===== src/ordered_wait_queue_top_assert.svh =====
// Assertion macros for the ordered wait queue.
// No dependencies; included by the top level.
`ifndef ORDERED_WAIT_QUEUE_TOP_ASSERT_SVH
`define ORDERED_WAIT_QUEUE_TOP_ASSERT_SVH

// Clocked assertion, disabled during reset
`define OWQ_ASSERT(label, prop, msg) \
  label: assert property (@(posedge clk_i) disable iff (!rst_ni) (prop)) else $error(msg);

// Clocked assertion, also checked during reset
`define OWQ_ASSERT_ALWAYS(label, prop, msg) \
  label: assert property (@(posedge clk_i) (prop)) else $error(msg);

`endif


===== src/owq_pkg.sv =====
// Package for the ordered wait queue: entry layout, command, status and FSM codes.
// No dependencies.
package owq_pkg;

  typedef struct packed {
    logic [31:0] key;
    logic [15:0] pid;
    logic [15:0] ppid;
  } entry_t;

  typedef enum logic [2:0] {
    CMD_INSERT   = 3'd0,
    CMD_REM_HEAD = 3'd1,
    CMD_REM_PID  = 3'd2,
    CMD_REM_PPID = 3'd3,
    CMD_CLEAR    = 3'd4
  } cmd_e;

  typedef enum logic [1:0] {
    ST_DONE = 2'd0,
    ST_NONE = 2'd1,
    ST_FULL = 2'd2
  } status_e;

  typedef enum logic [3:0] {
    S_IDLE,
    S_SCAN_RD,
    S_SCAN_CHK,
    S_SHIFT_RD,
    S_SHIFT_WR,
    S_PUT,
    S_HEAD_RD,
    S_HEAD_WAIT,
    S_RESP
  } state_e;

endpackage


===== src/ordered_wait_queue_top.sv =====
// Ordered wait queue top level: FSM around one synchronous entry memory.
// Depends on owq_pkg and ordered_wait_queue_top_assert.svh.
//
//  channel | direction | handshake              | payload
//  --------+-----------+------------------------+-------------------------------------
//  in      | request   | in_valid_i / in_ready_o | command, entry key/pid/ppid, match_id
//  out     | response  | out_valid_o/out_ready_i | status, removed entry, occupancy, head
//  cfg     | write     | cfg_valid_i/cfg_ready_o | cfg_data_i (ordered mode)
//
// One request at a time. The single read port of the entry memory sets the pace:
// every scan step and every shifted entry takes a read, then a use or write.
// Clear and refused inserts skip the scan and go straight to the head read and response.
// Reset clears control state only; entry memory contents stay undefined until written.
// A finished response waits in the output register; the next request may be taken then.
`include "ordered_wait_queue_top_assert.svh"

module ordered_wait_queue_top #(
  parameter int QUEUE_DEPTH = 32
) (
  input  logic        clk_i,
  input  logic        rst_ni,
  input  logic        cfg_valid_i,
  output logic        cfg_ready_o,
  input  logic        cfg_data_i,
  input  logic        in_valid_i,
  output logic        in_ready_o,
  input  logic [2:0]  command_i,
  input  logic [31:0] entry_key_i,
  input  logic [15:0] entry_pid_i,
  input  logic [15:0] entry_ppid_i,
  input  logic [15:0] match_id_i,
  output logic        out_valid_o,
  input  logic        out_ready_i,
  output logic [1:0]  status_o,
  output logic [31:0] out_key_o,
  output logic [15:0] out_pid_o,
  output logic [15:0] out_ppid_o,
  output logic [5:0]  occupancy_o,
  output logic        head_valid_o,
  output logic [31:0] head_key_o,
  output logic [15:0] head_pid_o,
  output logic [15:0] head_ppid_o
);

  localparam int AW = (QUEUE_DEPTH > 1) ? $clog2(QUEUE_DEPTH) : 1;
  localparam int CW = $clog2(QUEUE_DEPTH + 1);
  localparam logic [CW:0] DepthW = (CW+1)'(QUEUE_DEPTH);

  // Control and request registers
  owq_pkg::state_e  state_q, state_d;
  logic             mode_q;
  logic [CW-1:0]    count_q, count_d;
  logic [CW-1:0]    idx_q, idx_d;
  logic [CW-1:0]    pos_q, pos_d;
  logic [2:0]       cmd_q, cmd_d;
  owq_pkg::entry_t  new_q, new_d;
  logic [15:0]      match_q, match_d;
  owq_pkg::status_e stat_q, stat_d;
  owq_pkg::entry_t  rem_q, rem_d;

  // Output register
  logic             ovalid_q, ovalid_d;
  owq_pkg::status_e ostat_q, ostat_d;
  owq_pkg::entry_t  orem_q, orem_d;
  logic [5:0]       oocc_q, oocc_d;
  logic             ohv_q, ohv_d;
  owq_pkg::entry_t  ohead_q, ohead_d;

  // Entry memory
  owq_pkg::entry_t  mem_q [QUEUE_DEPTH];
  owq_pkg::entry_t  rdata_q;
  logic [AW-1:0]    raddr, waddr;
  logic             we;
  owq_pkg::entry_t  wdata;

  always_ff @(posedge clk_i) begin
    if (we) begin
      mem_q[waddr] <= wdata;
    end
    rdata_q <= mem_q[raddr];
  end

  // Helpers
  logic [CW:0] idx_p1, idx_p2, count_w;
  logic        is_insert, hit;
  assign idx_p1    = {1'b0, idx_q} + (CW+1)'(1);
  assign idx_p2    = {1'b0, idx_q} + (CW+1)'(2);
  assign count_w   = {1'b0, count_q};
  assign is_insert = (cmd_q == owq_pkg::CMD_INSERT);
  always_comb begin
    case (cmd_q)
      owq_pkg::CMD_REM_HEAD: hit = 1'b1;
      owq_pkg::CMD_REM_PID:  hit = (rdata_q.pid == match_q);
      owq_pkg::CMD_REM_PPID: hit = (rdata_q.ppid == match_q);
      default:               hit = 1'b0;
    endcase
  end

  assign cfg_ready_o = 1'b1;
  assign in_ready_o  = (state_q == owq_pkg::S_IDLE);

  // Next state and datapath control
  always_comb begin
    state_d  = state_q;
    count_d  = count_q;
    idx_d    = idx_q;
    pos_d    = pos_q;
    cmd_d    = cmd_q;
    new_d    = new_q;
    match_d  = match_q;
    stat_d   = stat_q;
    rem_d    = rem_q;
    ovalid_d = ovalid_q;
    ostat_d  = ostat_q;
    orem_d   = orem_q;
    oocc_d   = oocc_q;
    ohv_d    = ohv_q;
    ohead_d  = ohead_q;
    raddr    = '0;
    waddr    = idx_q[AW-1:0];
    we       = 1'b0;
    wdata    = rdata_q;

    if (ovalid_q && out_ready_i) begin
      ovalid_d = 1'b0;
    end

    case (state_q)
      owq_pkg::S_IDLE: begin
        if (in_valid_i) begin
          cmd_d   = command_i;
          new_d   = '{key: entry_key_i, pid: entry_pid_i, ppid: entry_ppid_i};
          match_d = match_id_i;
          stat_d  = owq_pkg::ST_DONE;
          rem_d   = '0;
          idx_d   = '0;
          state_d = owq_pkg::S_HEAD_RD;
          case (command_i)
            owq_pkg::CMD_INSERT: begin
              if (count_w == DepthW) begin
                stat_d = owq_pkg::ST_FULL;
              end else if (mode_q && count_q != '0) begin
                state_d = owq_pkg::S_SCAN_RD;
              end else begin
                pos_d   = count_q;
                idx_d   = count_q;
                state_d = owq_pkg::S_PUT;
              end
            end
            owq_pkg::CMD_REM_HEAD, owq_pkg::CMD_REM_PID, owq_pkg::CMD_REM_PPID: begin
              if (count_q == '0) begin
                stat_d = owq_pkg::ST_NONE;
              end else begin
                state_d = owq_pkg::S_SCAN_RD;
              end
            end
            owq_pkg::CMD_CLEAR: count_d = '0;
            default: ;
          endcase
        end
      end

      owq_pkg::S_SCAN_RD: begin
        raddr   = idx_q[AW-1:0];
        state_d = owq_pkg::S_SCAN_CHK;
      end

      // Decide on the entry read at idx
      owq_pkg::S_SCAN_CHK: begin
        if (is_insert) begin
          if (rdata_q.key > new_q.key) begin
            pos_d   = idx_q;
            idx_d   = count_q;
            state_d = owq_pkg::S_SHIFT_RD;
          end else if (idx_p1 == count_w) begin
            pos_d   = count_q;
            idx_d   = count_q;
            state_d = owq_pkg::S_PUT;
          end else begin
            idx_d   = idx_p1[CW-1:0];
            state_d = owq_pkg::S_SCAN_RD;
          end
        end else if (hit) begin
          rem_d = rdata_q;
          pos_d = idx_q;
          if (idx_p1 < count_w) begin
            state_d = owq_pkg::S_SHIFT_RD;
          end else begin
            count_d = count_q - CW'(1);
            state_d = owq_pkg::S_HEAD_RD;
          end
        end else if (idx_p1 == count_w) begin
          stat_d  = owq_pkg::ST_NONE;
          state_d = owq_pkg::S_HEAD_RD;
        end else begin
          idx_d   = idx_p1[CW-1:0];
          state_d = owq_pkg::S_SCAN_RD;
        end
      end

      // Insert moves entries up from the tail; remove pulls them down
      owq_pkg::S_SHIFT_RD: begin
        raddr   = is_insert ? AW'(idx_q - CW'(1)) : idx_p1[AW-1:0];
        state_d = owq_pkg::S_SHIFT_WR;
      end

      owq_pkg::S_SHIFT_WR: begin
        we    = 1'b1;
        wdata = rdata_q;
        if (is_insert) begin
          idx_d = idx_q - CW'(1);
          state_d = ((idx_q - CW'(1)) > pos_q) ? owq_pkg::S_SHIFT_RD : owq_pkg::S_PUT;
        end else begin
          idx_d = idx_p1[CW-1:0];
          if (idx_p2 < count_w) begin
            state_d = owq_pkg::S_SHIFT_RD;
          end else begin
            count_d = count_q - CW'(1);
            state_d = owq_pkg::S_HEAD_RD;
          end
        end
      end

      owq_pkg::S_PUT: begin
        we      = 1'b1;
        waddr   = pos_q[AW-1:0];
        wdata   = new_q;
        count_d = count_q + CW'(1);
        state_d = owq_pkg::S_HEAD_RD;
      end

      owq_pkg::S_HEAD_RD: begin
        raddr   = '0;
        state_d = owq_pkg::S_HEAD_WAIT;
      end

      owq_pkg::S_HEAD_WAIT: begin
        raddr   = '0;
        state_d = owq_pkg::S_RESP;
      end

      // Load the output register once it is free
      owq_pkg::S_RESP: begin
        raddr = '0;
        if (!ovalid_q || out_ready_i) begin
          ovalid_d = 1'b1;
          ostat_d  = stat_q;
          orem_d   = rem_q;
          oocc_d   = 6'(count_q);
          ohv_d    = (count_q != '0);
          ohead_d  = (count_q != '0) ? rdata_q : '0;
          state_d  = owq_pkg::S_IDLE;
        end
      end

      default: state_d = owq_pkg::S_IDLE;
    endcase
  end

  // Control registers
  always_ff @(posedge clk_i or negedge rst_ni) begin
    if (!rst_ni) begin
      state_q  <= owq_pkg::S_IDLE;
      mode_q   <= 1'b0;
      count_q  <= '0;
      ovalid_q <= 1'b0;
    end else begin
      state_q  <= state_d;
      count_q  <= count_d;
      ovalid_q <= ovalid_d;
      if (cfg_valid_i) begin
        mode_q <= cfg_data_i;
      end
    end
  end

  // Payload registers
  always_ff @(posedge clk_i) begin
    idx_q   <= idx_d;
    pos_q   <= pos_d;
    cmd_q   <= cmd_d;
    new_q   <= new_d;
    match_q <= match_d;
    stat_q  <= stat_d;
    rem_q   <= rem_d;
    ostat_q <= ostat_d;
    orem_q  <= orem_d;
    oocc_q  <= oocc_d;
    ohv_q   <= ohv_d;
    ohead_q <= ohead_d;
  end

  assign out_valid_o  = ovalid_q;
  assign status_o     = ostat_q;
  assign out_key_o    = orem_q.key;
  assign out_pid_o    = orem_q.pid;
  assign out_ppid_o   = orem_q.ppid;
  assign occupancy_o  = oocc_q;
  assign head_valid_o = ohv_q;
  assign head_key_o   = ohead_q.key;
  assign head_pid_o   = ohead_q.pid;
  assign head_ppid_o  = ohead_q.ppid;

  // Checks
  `OWQ_ASSERT(a_count_bound, count_w <= DepthW, "entry count above depth")
  `OWQ_ASSERT(a_write_busy, we |-> (state_q != owq_pkg::S_IDLE),
              "memory write while idle")
  `OWQ_ASSERT(a_full_occ,
              (out_valid_o && status_o == owq_pkg::ST_FULL) |->
              (occupancy_o == 6'(QUEUE_DEPTH)),
              "refused insert with room left")
  `OWQ_ASSERT_ALWAYS(a_shift_idx,
                     (state_q == owq_pkg::S_SHIFT_WR) |-> ({1'b0, idx_q} < DepthW),
                     "shift index out of range")

endmodule


===== config.mk =====
export PLATFORM = sky130hd
export DESIGN_NAME = ordered_wait_queue_top
export DESIGN_NICKNAME = d
export VERILOG_FILES = /design/src/owq_pkg.sv /design/src/ordered_wait_queue_top.sv
export VERILOG_INCLUDE_DIRS = /design/src /design/src/src
export SDC_FILE = /design/constraint.sdc
export NUM_CORES = 2
export LEC_CHECK = 0
export BUFFER_PORTS_ARGS = -buffer_cell sky130_fd_sc_hd__buf_2
export CORE_ASPECT_RATIO = 2
export CORE_MARGIN = 5
export CORE_UTILIZATION = 45
export CTS_BUF_LIST = sky130_fd_sc_hd__clkbuf_16
export DETAILED_ROUTE_END_ITERATION = 6
export SYNTH_ARGS = -nofsm -noshare
export SYNTH_HDL_FRONTEND = slang
export SYNTH_SLANG_ARGS = --single-unit

===== constraint.sdc =====
create_clock -name clk_i -period 11.9 [get_ports clk_i]
set_input_delay 0.595 -clock clk_i [delete_from_list [all_inputs] [get_ports clk_i]]
set_output_delay 0.595 -clock clk_i [all_outputs]
set_load 0.05 [all_outputs]

# ---- After elaboration in Yosys (flattened, before gate mapping)
# Memory sizes are Yosys's and may differ from the RTL's. A register that Yosys moved wholly into a read port is not among the register bits.
# Index checks and enable logic that the tools add are counted.
dict set report op_classes {
  n_addsub 5
  magnitude_cmp 4
  n_reduce_logical 22
  mux 67
  eq_ne 36
}
# cell count
set ops {}
lappend ops {{64-bit 2-to-1 mux} 4}
lappend ops {{6-bit 2-to-1 mux} 25}
lappend ops {{64-bit case mux with 2 select lines} 1}
lappend ops {{4-bit case mux with 9 select lines} 1}
lappend ops {{16-bit == test} 2}
lappend ops {{32-bit > comparator} 1}
lappend ops {{3-bit 2-to-1 mux} 10}
lappend ops {{6-bit case mux with 4 select lines} 1}
lappend ops {{2-bit inequality test, second input constant} 11}
lappend ops {{6-bit case mux with 3 select lines} 1}
lappend ops {{4-bit by 3-bit == test with 1-bit output, second input constant} 4}
lappend ops {{4-bit 2-to-1 mux} 4}
lappend ops {{7-bit by 6-bit less-than comparator with 1-bit output} 2}
lappend ops {{3-bit by 2-bit == test with 1-bit output, second input constant} 4}
lappend ops {{6-bit case mux with 2 select lines} 1}
lappend ops {{6-bit by 1-bit subtractor with 6-bit output, second input constant} 2}
lappend ops {{2-bit 2-to-1 mux} 5}
lappend ops {{5-bit 2-to-1 mux} 2}
lappend ops {{5-bit case mux with 2 select lines} 1}
lappend ops {{3-bit inequality test, second input constant} 3}
lappend ops {{4-bit by 2-bit == test with 1-bit output, second input constant} 2}
lappend ops {{2-bit case mux with 2 select lines} 2}
lappend ops {{4-bit AND reduction} 2}
lappend ops {{8-bit AND reduction} 1}
lappend ops {{30 further kinds} 42}
dict set report word_totals {
  inputBits 89
  reg_bits 310
  output_inout_bits 140
  n_memories 1
  ram_bits 2048
}
# name depth width rd rd_clocked_by_memory_dff write_ports line_no
set mem_list {}
lappend mem_list {mem_q 32 64 1 1 1 ordered_wait_queue_top.sv:70} ;# owq_pkg::entry_t mem_q [QUEUE_DEPTH];

# ---- Depth between registers and ports, before layout
dict set report depth {
  depth_word 7
  mapped_depth 16
}

# ---- Least setup slack after synthesis
# No wires, ideal clock.
dict set report synth_path {
  path_kind {register to register}
  from {reg state_q[1]}
  to {reg ohead_q (netlist bit head_key_o[0]), enable pin}
  slack_ns 3.374
  setup_ns 0.679
  synth_period_minus_slack_ns 8.526
  t_arrival_ns 7.847
  stages_incl_launch_ff 7
  t_required_ns 11.221
  path_cell_list {dfrtp_1 > buf_2 > clkbuf_1 > clkbuf_1 > nor2_1 > nand3b_1 > a21oi_1}
}
dict set report synth_between {
  elab_chain_cells 2
}
# item line_no
set synth_rtl {}
lappend synth_rtl {{start: declaration} ordered_wait_queue_top.sv:50} ;# owq_pkg::state_e state_q, state_d;
lappend synth_rtl {{start signal: assignment} ordered_wait_queue_top.sv:263} ;# state_q <= owq_pkg::S_IDLE;
lappend synth_rtl {{start signal: assignment} ordered_wait_queue_top.sv:268} ;# state_q <= state_d;
lappend synth_rtl {{4-bit == test} ordered_wait_queue_top.sv:128} ;# case (state_q)
lappend synth_rtl {{2-bit AND reduction (no line)} n/a}
lappend synth_rtl {{end signal: assignment} ordered_wait_queue_top.sv:290} ;# ohead_q <= ohead_d;
lappend synth_rtl {{end: declaration} ordered_wait_queue_top.sv:67} ;# owq_pkg::entry_t ohead_q, ohead_d;
# Every way passes these cells.
# A chain may end at the register's enable or synchronous reset.

# ---- Worst setup path after layout
dict set report layout_path {
  from {reg state_q[1]}
  to {mem mem_q[31][25] (netlist name), enable pin}
}
dict set report layout_between {
  elab_chain_cells 5
  elab_cells_between_ends 7
  classes_between {eq/ne: 2; mux: 4; reduce/logical: 1}
}
# item line_no
set layout_rtl {}
lappend layout_rtl {{4-bit by 3-bit == test with 1-bit output} ordered_wait_queue_top.sv:128}
lappend layout_rtl {{2-bit OR reduction (no line)} n/a}
lappend layout_rtl {{1-bit 2-to-1 mux} ordered_wait_queue_top.sv:128}
lappend layout_rtl {{1-bit 2-to-1 mux} ordered_wait_queue_top.sv:77} ;# if (we) begin
lappend layout_rtl {{1-bit 2-to-1 mux (not written as such)} ordered_wait_queue_top.sv:78} ;# mem_q[waddr] <= wdata;
lappend layout_rtl {{end: declaration} ordered_wait_queue_top.sv:70}
# Several ways; a longest one is shown, not always the timed one.

==> out/results.tsv <==
stage	metric	value	unit
status	status	completed	
clock_network	CTS H-tree depth	4	
timing	Fin. Hold Viols	0	
setup_path	worst-path maximum fanout	87	
clock_network	clk slew on worst S/H paths	0.07	ns
timing	period utilization	52.1	%
floorplanning	Placeable Area	212000	um2
place	area of placed instances	100000	um2
power	pwr dens	253	nW/um2
setup_path	critical path class	reg -> reg	
setup_path	R2R depth	11	
yosys	syn nets	7231	
yosys	Synth area leader	edfxtp_1	
timing	unrepaired setup endpoints after global routing	false	
timing	# setup viols final	0	
final_layout	Final nets	7435	
timing	PnR worst setup slack	5.70	ns
clock_network	TritonCTS clock tree	yes	
clock_network	clk root buf	clkbuf_16	
clock_network	clk buf depth	4	
power	Peak VDD IR	0.225	mV
floorplanning	Die Area	222000	um2
place	Port Buffers	227	
yosys	synth warn	0	
timing	Slew Viols, Final	0	
timing	Total Neg Setup Slack	0	ns
clock_network	clk sinks	2422	
routing	WL/cell	27.8	um
routing	DR iter-0 viols	6077	
clock_network	Inserted Clock Buffers	208	
setup_path	CP endpoint kind	flip-flop	
place	Detail Placement HPWL	158	mm
power	Pleak	37.1	nW
yosys	most frequent cell after synthesis	edfxtp_1	
worst_hold_path	Hold Path Class	in -> async	
final_layout	Final Util	50.8	%
final_layout	final non-filler cell total	10200	
timing	Slew HR	2.23	%
yosys	Synth area leaders	edfxtp_1, nand2_1, a311oi_1, nand3_1, and3_1	
yosys	top_reg_cell synth	edfxtp_1	
yosys	synth cell count leaders	edfxtp_1, nand2_1, nand3_1	
routing	final WL	285	mm
yosys	syn avg cell area	13.5	um2
power	Pwr Total	27.3	mW
setup_path	Most common cell on crit path	buf_4	
flow_run	max-cap violations	0	
timing	clock skew	0.0602	ns
timing	Max Clk Rate	0.161	GHz
global_routing	gr ovfl total	0	
global_routing	vias in the first global route	59900	
final_layout	layout cells sized above 1	10.2	%
setup_path	crit-path max cell delay	1.09	ns
floorplanning	num ports	229	
place	Cell Count Post-Placement	9759	
timing	Period minus WS final	6.20	ns
yosys	cells after synthesis	7082	
setup_path	Arr. time, crit path	6.66	ns
timing	Worst Tran Pin Value	1.46	ns
final_layout	Layout fillers	17800	
floorplanning	row count	239	
yosys	sequential-to-total area share from yosys stat	75.4	%
floorplanning	Die Ht	662	um
yosys	Post-synth ARST share	0.495	%
setup_path	CP required	12.36	ns
setup_path	crit path cell chain	nor2_1 -> and2_2 -> buf_4 -> inv_4 -> buf_4 -> nand3_1 -> o31ai_1 -> nand2_1 -> nor2_4 -> buf_4 -> buf_4	
yosys	synthesized cell area	95600	um2
yosys	post-synth cell types	76	
yosys	post-synth top area share	73.7	%
setup_path	Crit path depth	11	
final_layout	Layout area overhead	12.6	%
yosys	count of state elements after synthesis	2422	
routing	Initial DRT Pass Iterations	6	
routing	Antenna Nets Post-Route	0	
routing	DRC	0	
setup_path	CP Buf/Inv Count	5	
global_routing	largest net degree at the start of global routing	213	
routing	via count	60800	
clock_network	clk_lat worst skew	0.88	ns
timing	Hold WS	0.180	ns
floorplanning	width of the die	336	um
global_routing	global-route wire length before repair	410	mm
final_layout	final instance area	108000	um2
place	Place WS	5.80	ns
floorplanning	Initial Util	45.1	%
routing	routed vias/inst	5.94	
global_routing	All-Layer GR Usage	25.0	%
global_routing	initial antenna violation count	11	
setup_path	CP max-delay cell	dfrtp_4	
place	RePlAce Congestion	0.877	
setup_path	family with the most delay on the worst path	buffers and inverters	
setup_path	Setup crit start kind	flip-flop	
yosys	EDFF count, synth	2346	
-- placed cells by master (no fill, tap or decap), types with 62 or more instances in the layout --
cell type / netlist / layout
dlygate4sd3_1: 0 / 87
nor4_1: 67 / 67
a311oi_1: 514 / 514
edfxtp_1: 2346 / 2346
buf_4: 4 / 140
inv_1: 63 / 100
nor2b_1: 62 / 62
buf_2: 73 / 227
dfxtp_1: 64 / 64
nand2_1: 2198 / 2196
clkbuf_16: 0 / 211
nand3_1: 528 / 526
and3_1: 317 / 317
-- sequential cells by signal, summed over array words and instances, names as in the netlist, 16 cells and up --
signal       cells
match_q         16
mem_q         2048
out_key_o       32
new_q           64
rdata_q         64
head_key_o      32
head_pid_o      16
out_pid_o       16
head_ppid_o     16
rem_q           64
out_ppid_o      16
-- where the power goes --
part           internal (mW)  leakage [nW]  total (mW)  switching (mW)
Combinational           2.11          11.8        8.47            6.36
Sequential              11.4          21.8        12.0           0.549
Clock                   3.72          3.40        6.81            3.09
Total                   17.3          37.1        27.3            10.0
-- logic make-up after synthesis --
logic type / Yosys count / synth area share, %
AOI/OAI and AO/OA: 694 / 5.95
xor gates and xnor gates: 33 / 0.302
adders and majority gates: 60 / 0.793
buffers and inverters: 537 / 2.31
DFF: 2422 / 75.4
muxes: 17 / 0.185
other: 1 / 0.00392
and+or+nand+nor: 3318 / 15.1
-- area by class of cell --
type / instances / area [um2] / area share (%)
Sequential cell: 2422 / 72000 / 66.9
Multi-Input combinational cell: 4123 / 21800 / 20.3
Clock buffer: 211 / 5280 / 4.91
Tap cell: 2771 / 3470 / 3.22
Timing Repair Buffer: 467 / 3300 / 3.07
Clock inverter: 169 / 1420 / 1.32
Inverter: 64 / 245 / 0.228
Antenna cell: 6 / 15.0 / 0.0140
-- path summary, 6_finish.rpt --
| kind | slack, ns | end | start |
|---|---|---|---|
| min in group clk_i | 0.39 | out_ppid_o[15]$_DFFE_PP_ | rem_q[15]$_SDFFCE_PN0P_ |
| max reg2reg | 5.70 | mem_q[31][25]$_DFFE_PP_ | state_q[1]$_DFFE_PN0P_ |
| min | 0.18 | state_q[2]$_DFFE_PN0P_ | rst_ni |
| max in group asynchronous | 11.41 | state_q[1]$_DFFE_PN0P_ | rst_ni |
| min reg2reg | 0.39 | out_ppid_o[15]$_DFFE_PP_ | rem_q[15]$_SDFFCE_PN0P_ |
| max | 5.70 | mem_q[31][25]$_DFFE_PP_ | state_q[1]$_DFFE_PN0P_ |
-- layer usage --
metal | track usage, % | vias to the layer above | part of all wire, %
li1 | - | 26700 | -
met1 | 30.4 | 30800 | 37
met2 | 44.7 | 2672 | 52
met3 | 2.96 | 639 | 6.5
met4 | 11.6 | 6 | 5.2
met5 | 0 | - | 0.015
-- what timing repair did --
action | in CTS | in global routing
hold endpoints to repair | 98 | 0
resized for setup | 0 | 0
buffers inserted | 0 | 0
hold buffers | 87 | 0
Power figures use the tool's default switching activity.
